--- src/hdl/psra_pkg.sv ---
// Types and constants shared by the palette slot allocator modules.
package psra_pkg;

  // Index width wide enough for the largest supported table.
  localparam int IDX_W = 8;

  localparam logic [15:0] NO_SLOT  = 16'hffff;
  localparam logic [15:0] REFS_MAX = 16'hffff;

  typedef enum logic [2:0] {
    MODE_ACQUIRE,
    MODE_RELEASE,
    MODE_FIND,
    MODE_COPY,
    MODE_CLEAR
  } mode_t;

  typedef enum logic [1:0] {
    STAT_OK,
    STAT_NOT_FOUND,
    STAT_NO_FREE,
    STAT_BAD_RELEASE
  } status_t;

  typedef enum logic [1:0] {
    ST_IDLE,
    ST_SCAN,
    ST_APPLY
  } state_t;

  // Search token that walks the row of cells, one cell per cycle.
  typedef struct packed {
    logic             valid;
    logic             match_hit;
    logic [IDX_W-1:0] match_idx;
    logic             free_hit;
    logic [IDX_W-1:0] free_idx;
    logic             drop_zero;
  } tok_t;

  // Command fields every cell compares against during the search.
  typedef struct packed {
    logic [31:0] key;
    logic [31:0] tick;
    logic [15:0] drop_slot;
  } scan_t;

  // Table update broadcast to all cells at once.
  typedef struct packed {
    logic             fire;
    logic             clr;
    logic             drop_en;
    logic [IDX_W-1:0] drop_idx;
    logic             add_en;
    logic [IDX_W-1:0] add_idx;
    logic             key_we;
    logic [31:0]      key;
    logic [31:0]      tick;
  } upd_t;

endpackage

--- src/hdl/psra_cell.sv ---
// One palette slot: key, reference count, free stamp, and one search stage.
module psra_cell #(
  parameter int IDX = 0
) (
  input  logic           clk,
  input  logic           rst_n,
  input  psra_pkg::scan_t scan,
  input  psra_pkg::upd_t  upd,
  input  psra_pkg::tok_t  tok_i,
  output psra_pkg::tok_t  tok_o
);
  import psra_pkg::*;

  localparam logic [IDX_W-1:0] MY_IDX = IDX_W'(IDX);

  logic [31:0] key_r;
  logic [15:0] refs_r;
  logic [31:0] ftick_r;
  tok_t        tok_r, tok_nxt;
  logic        is_match, is_free;
  logic        drop_here;
  logic [15:0] refs_dec;

  // Compare this slot against the command.
  assign is_match = (key_r == scan.key);
  assign is_free  = (refs_r == 16'd0) && ((ftick_r == 32'd0) || (ftick_r != scan.tick));

  // Fold this slot into the passing token; lower slots already won if hit.
  always_comb begin
    tok_nxt = tok_i;
    if (tok_i.valid) begin
      if (!tok_i.match_hit && is_match) begin
        tok_nxt.match_hit = 1'b1;
        tok_nxt.match_idx = MY_IDX;
      end
      if (!tok_i.free_hit && is_free) begin
        tok_nxt.free_hit = 1'b1;
        tok_nxt.free_idx = MY_IDX;
      end
      if (scan.drop_slot == 16'(IDX)) begin
        tok_nxt.drop_zero = (refs_r == 16'd0);
      end
    end
  end

  // Advance the token to the next cell.
  always_ff @(posedge clk) begin
    if (!rst_n) begin
      tok_r <= '0;
    end else begin
      tok_r <= tok_nxt;
    end
  end

  assign tok_o = tok_r;

  // Drop first, then add, so a copy onto the same slot behaves in order.
  assign drop_here = upd.drop_en && (upd.drop_idx == MY_IDX);
  assign refs_dec  = drop_here ? (refs_r - 16'd1) : refs_r;

  // Apply the broadcast update to this slot.
  always_ff @(posedge clk) begin
    if (!rst_n) begin
      key_r   <= '0;
      refs_r  <= '0;
      ftick_r <= '0;
    end else if (upd.fire) begin
      if (upd.clr) begin
        key_r   <= '0;
        refs_r  <= '0;
        ftick_r <= '0;
      end else begin
        if (drop_here && (refs_r == 16'd1)) begin
          ftick_r <= upd.tick;
        end
        if (upd.add_en && (upd.add_idx == MY_IDX) && (refs_dec != REFS_MAX)) begin
          refs_r <= refs_dec + 16'd1;
        end else begin
          refs_r <= refs_dec;
        end
        if (upd.key_we && (upd.add_idx == MY_IDX)) begin
          key_r <= upd.key;
        end
      end
    end
  end

endmodule

--- config.mk ---
export PLATFORM = sky130hd
export DESIGN_NAME = psra_cell
export DESIGN_NICKNAME = d
export VERILOG_FILES = /design/src/hdl/psra_pkg.sv /design/src/hdl/psra_cell.sv
export SDC_FILE = /design/constraint.sdc
export NUM_CORES = 1
export LEC_CHECK = 0
export BUFFER_PORTS_ARGS = -buffer_cell sky130_fd_sc_hd__buf_2
export CAP_MARGIN = 20
export CORE_UTILIZATION = 45
export DETAILED_ROUTE_END_ITERATION = 12
export PLACE_DENSITY_LB_ADDON = 0.12
export SYNTH_ARGS = -nofsm -noshare
export SYNTH_HDL_FRONTEND = slang
export SYNTH_SLANG_ARGS = --single-unit
--- constraint.sdc ---
create_clock -name clk -period 4.87 [get_ports clk]
set_clock_uncertainty 0.2 [all_clocks]
set_input_delay 0.487 -clock clk [delete_from_list [all_inputs] [get_ports clk]]
set_output_delay 0.487 -clock clk [all_outputs]
set_load 0.005 [all_outputs]
### After elaboration in Yosys (flattened, before gate mapping)

Cells that the tools add are included.

* register bits: 100
* latch bits: 0
* RAM bits: 0
* bits in read-only memories: 0
* output and inout bits: 20
* memories: 0

* $add $sub $neg: 2
* multipliers: 0
* divide/modulo/power cells: 0
* magnitude comparators: 0
* equality and inequality tests: 4
* shifts and indexed selects: 0
* mux-type cells: 11
* bitwise operators: 0
* reductions and logical operators: 20

Operators with widths (number)
* 32-bit 2-to-1 mux: 4
* 16-bit 2-to-1 mux: 3
* 32-bit == test: 1
* 16-bit zero test: 2
* 32-bit zero test: 1
* 32-bit inequality test: 1
* 19-bit 2-to-1 mux: 1
* 9-bit 2-to-1 mux: 2
* 16-bit by 1-bit adder with 16-bit output (second input constant): 1
* 16-bit by 1-bit == test with 1-bit output (second input constant): 1
* 8-bit zero test: 2
* 16-bit inequality test (second input constant): 1
* 16-bit by 1-bit subtractor with 16-bit output (second input constant): 1
* 1-bit logical AND: 8
* 2-bit AND reduction: 2
* 2-bit nonzero test: 2
* 1-bit zero test: 2
* 1-bit logical OR: 1
* 1-bit 2-to-1 mux: 1

### Logic depth before layout (Yosys ltp)

* depth in word-level cells: 7
* gate-level depth with buffers: 13
* mapped depth without buffers: 10

### Worst setup path after synthesis

No wires, ideal clock.

* path type: reg2reg
* start: reg refs_r[0]
* end: reg refs_r[15]
* setup time: 0.058 ns
* arrival: 3.236 ns
* slack: 1.376 ns
* stages on the path, launching flop included: 13
* buffers on the path: 2
* clock period less this slack: 3.494 ns
* cell sequence: dfxtp_1 -> clkbuf_1 -> inv_1 -> ha_1 -> nor4b_2 -> nand4_1 -> or4_1 -> a22oi_1 -> o2111ai_1 -> clkbuf_1 -> a31o_2 -> a21oi_1 -> o22a_1

* word-level cells in the longest chain between the ends: 6
* elaborated cells on any way between the ends: 7
* classes of those cells: add/sub: 2; eq/ne: 1; mux: 3; reduce/logical: 1

RTL lines
* from (decl): line psra_cell.sv:17 `logic [15:0] refs_r;`
* from (signal assigned): line psra_cell.sv:77 `refs_r <= refs_dec + 16'd1;`
* from (signal assigned): line psra_cell.sv:79 `refs_r <= refs_dec;`
* 16-bit by 1-bit subtractor with 16-bit output: line psra_cell.sv:59 `assign refs_dec = drop_here ? (refs_r - 16'd1) : refs_r;`
* 16-bit 2-to-1 mux *: line psra_cell.sv:59
* parallel branches: the longest is 2 deep, another holds 16-bit by 1-bit adder with 16-bit output
* 16-bit 2-to-1 mux *: line psra_cell.sv:76 `if (upd.add_en && (upd.add_idx == MY_IDX) && (refs_dec != REFS_MAX)) begin`
* 16-bit 2-to-1 mux *: line psra_cell.sv:68 `if (upd.clr) begin`

Every way passes the cells marked *.
A chain may end at the register's enable or synchronous reset.

### Worst setup path in the final report

Ends and elaborated chain as after synthesis.

==> impl_metrics.yaml <==
outcome:
  status: "complete, no violations"
final_layout:
  fin_cells: 960
  area_delta_synth_final_pct: 28.1
  multi_input_area_mm2: 0.00309
  drive_above_1_share_pct: 30.0
  num-nets-final: 1002
  ff_latch_area_mm2: 0.00200
  fillers: 1060
hold_path:
  hold-path-cell-count: 2
  hold_class: "in2reg"
  worstHoldStart: "tok_i[7]"
floorplan:
  rows: 39
  fp.dieW_um: 110
  io_pins: 207
  start_util_pct: 46.3
  coreArea_mm2: 0.0114
  design.die.area_mm2: 0.0122
  fp.dieH_um: 110
clock_tree:
  path_clk_slew_ps: 70
  clockRootBuffer: "clkbuf_16"
  clk_latency_ps: 360
  clk_path_buf_depth: 2
  clock_sinks: 100
  ctsResizeCount: 0
  cts_tree: "done"
  h-tree-depth: 3
  cts_setup_buffers: 0
  ctsHoldBuffers: 0
  cts_made_buffers: 9
timing:
  max_freq_ghz: 0.251
  final_hold_viol_count: 0
  grt_setup_unrepaired: "no"
  period_needed_ps: 3990
  period_share_pct: 81.8
  slew_headroom_pct: 27.5
  tns_ps: 0
  finalMaxSlewViolations: 0
  holdWs_ps: 129
  tightest_slew_ps: 1090
  setup_viol: 0
critical_path:
  crit_required_ps: 4970
  arrival_ps: 4080
  startpoint_type: "flop"
  criticalPathCategory: "reg2reg"
  worstSetupEndpointType: "flop"
  reg2regPathDepth: 11
  crit_start: "refs_r[0]"
  timing.rr.start: "refs_r[0]"
  crit_fanout: 12
logic_synthesis:
  synth_area_per_cell_um2: 8.49
  synth_compound_area_share_pct: 18.3
  ys_seq_area_share_pct: 37.9
  yosysWarningCount: 0
  synth_top_family_by_area: "simple AND/OR/NAND/NOR gates"
  synthesis.nets: 814
  ys_ff_latch: 100
  synthMuxAreaShare_pct: 1.14
  synth-edff-count: 0
  synth_xor_area_share_pct: 12.9
  yosysTopAreaCell: "dfxtp_1"
  yosys.area_share.simple_pct: 24.9
  synthTopCellsByArea: "dfxtp_1 38%, a22oi_1 9.5%, xnor2_1 6.6%, xor2_1 6.3%, nor2_1 6.0%"
  synthCells: 623
  ys.flop_type: "dfxtp_1"
  ys_types: 59
  synthArstFlopShare_pct: 0
  yosysTopAreaCellShare_pct: 37.9
  netlist_area_mm2: 0.00529
  synthAdderAreaFrac_pct: 0.947
power_and_ir_drop:
  powerDensity_mw_per_mm2: 280
  leakagePower_uw: 0.00291
  ir_drop_uv: 287
detailed_routing:
  drtIter0Drc: 329
  drc: 0
  antenna_left: 0
  first_pass_iters: 5
  wl_per_cell_um: 16.6
  finalWirelength_um: 15900
  avgViaCountPerCell: 5.69
  route.vias.total: 5466
place:
  dp.cells: 943
  port_buffers: 206
  finalWeightedCongestion: 0.926
  place_hpwl_um: 12100
global_routing:
  grt.total_usage_pct: 26.1
  grt_pass1_vias: 5427
  grt-ovfl-total: 0
  grt_start_max_net_pins: 69
  grt_first_pass_wirelength_um: 25800
  antenna_found_initial: 1
job:
  maxCapViolCount: 0
==> cells by family (layout without fill, tap and decap cells) <==
logic type               count (synthesis)  in the layout
other                                    0              1
buffers and inverters                   51            244
adder cells (fa/ha/maj)                  4              4
AND/OR/NAND/NOR                        249            249
flip-flops                             100            100
multiplexers                             6              6
AO/OA/AOI/OAI                          135            135
XOR/XNOR                                78             78
==> flip-flops by register name (all words and copies together), names as in the netlist <==
signal / flops
ftick_r: 32
key_r: 32
tok_o: 20
refs_r: 16
==> placed cells by master, fill, tap and decap left out, types with 4 or more instances in the layout <==
cell       synthesis  layout
a21oi_1           10      10
mux2i_1            6       6
a211oi_1           4       4
buf_2              1     206
clkbuf_16          0       9
or3_1              4       4
nand3_1           15      15
and3_1             8       8
ha_1               4       4
nor4_1            30      30
nand2_1           26      26
xor2_1            38      38
a22oi_1           67      67
and2_1            20      20
dfxtp_1          100     100
or2_2              4       4
nor2_1            84      83
inv_1             13      13
nor3_1             9       8
nand2b_1           5       5
a21o_1             4       4
xnor2_1           40      40
a31oi_1            7       7
buf_4              0       8
o31ai_1            5       5
or4_1              6       6
nand4_1           21      21
o21ai_0           13      13
==> routing by layer <==
layer | vias to the layer above | GRT usage (%) | routed length, µm
met5 | - | 0 | 0
met4 | 0 | 12.3 | 495
met3 | 37 | 7.74 | 1160
met2 | 198 | 42.9 | 7490
met1 | 2587 | 31.3 | 6760
li1 | 2644 | - | -
==> synthesized netlist by cell type, types with 5 or more instances <==
library cell,count
and2_1,20
nor4_1,30
a31oi_1,7
xor2_1,38
mux2i_1,6
clkbuf_1,34
o31ai_1,5
or4_1,6
nand2b_1,5
a22oi_1,67
nand4_1,21
inv_1,13
a21oi_1,10
nor3_1,9
nand3_1,15
xnor2_1,40
nand2_1,26
o21ai_0,13
and3_1,8
dfxtp_1,100
nor2_1,84
==> stage by stage <==
stage | setup slack (ps) | utilization (%) | total power (µW) | area [µm²]
after floorplan | 1380 | - | 958 | 5290
after global placement | 1230 | 56.2 | 1070 | 6410
after detailed placement | 1010 | 56.2 | 1070 | 6410
after CTS | 980 | 59.3 | 1920 | 6770
after global routing | 646 | 59.3 | 1960 | 6770
final | 885 | 59.3 | 1890 | 6770
==> layout make-up <==
class	instances	share of cell area, %
multi-input cells	472	45.6
flip-flops and latches	100	29.6
repair buffers	214	16.1
clock buffers	9	3.33
well taps	143	2.64
clock inverters	7	1.94
inverters	14	0.776
diodes	1	0.0369
==> critical path, cell delays in order (launching register included) <==
cell       delay (ps)
dfxtp_1           390
inv_1             180
ha_1              300
nor4b_2           500
nand4_1           300
or4_1             580
a22oi_1           290
o2111ai_1         330
buf_4             310
and4_1            190
nor3_1            180
o22a_1            170
==> path summary, 6_finish.rpt <==
path	slack, ps	to
worst min-delay path	130	tok_o[7]
worst max-delay path	880	refs_r[15]
worst min register to register	320	key_r[25]
worst max register to register	880	refs_r[15]
==> power breakdown <==
part	total [µW]	switching [µW]	internal (µW)
logic	209	104	105
clock network	843	333	510
registers	841	10.6	831
No activity file was read; power rests on OpenSTA's default activity.
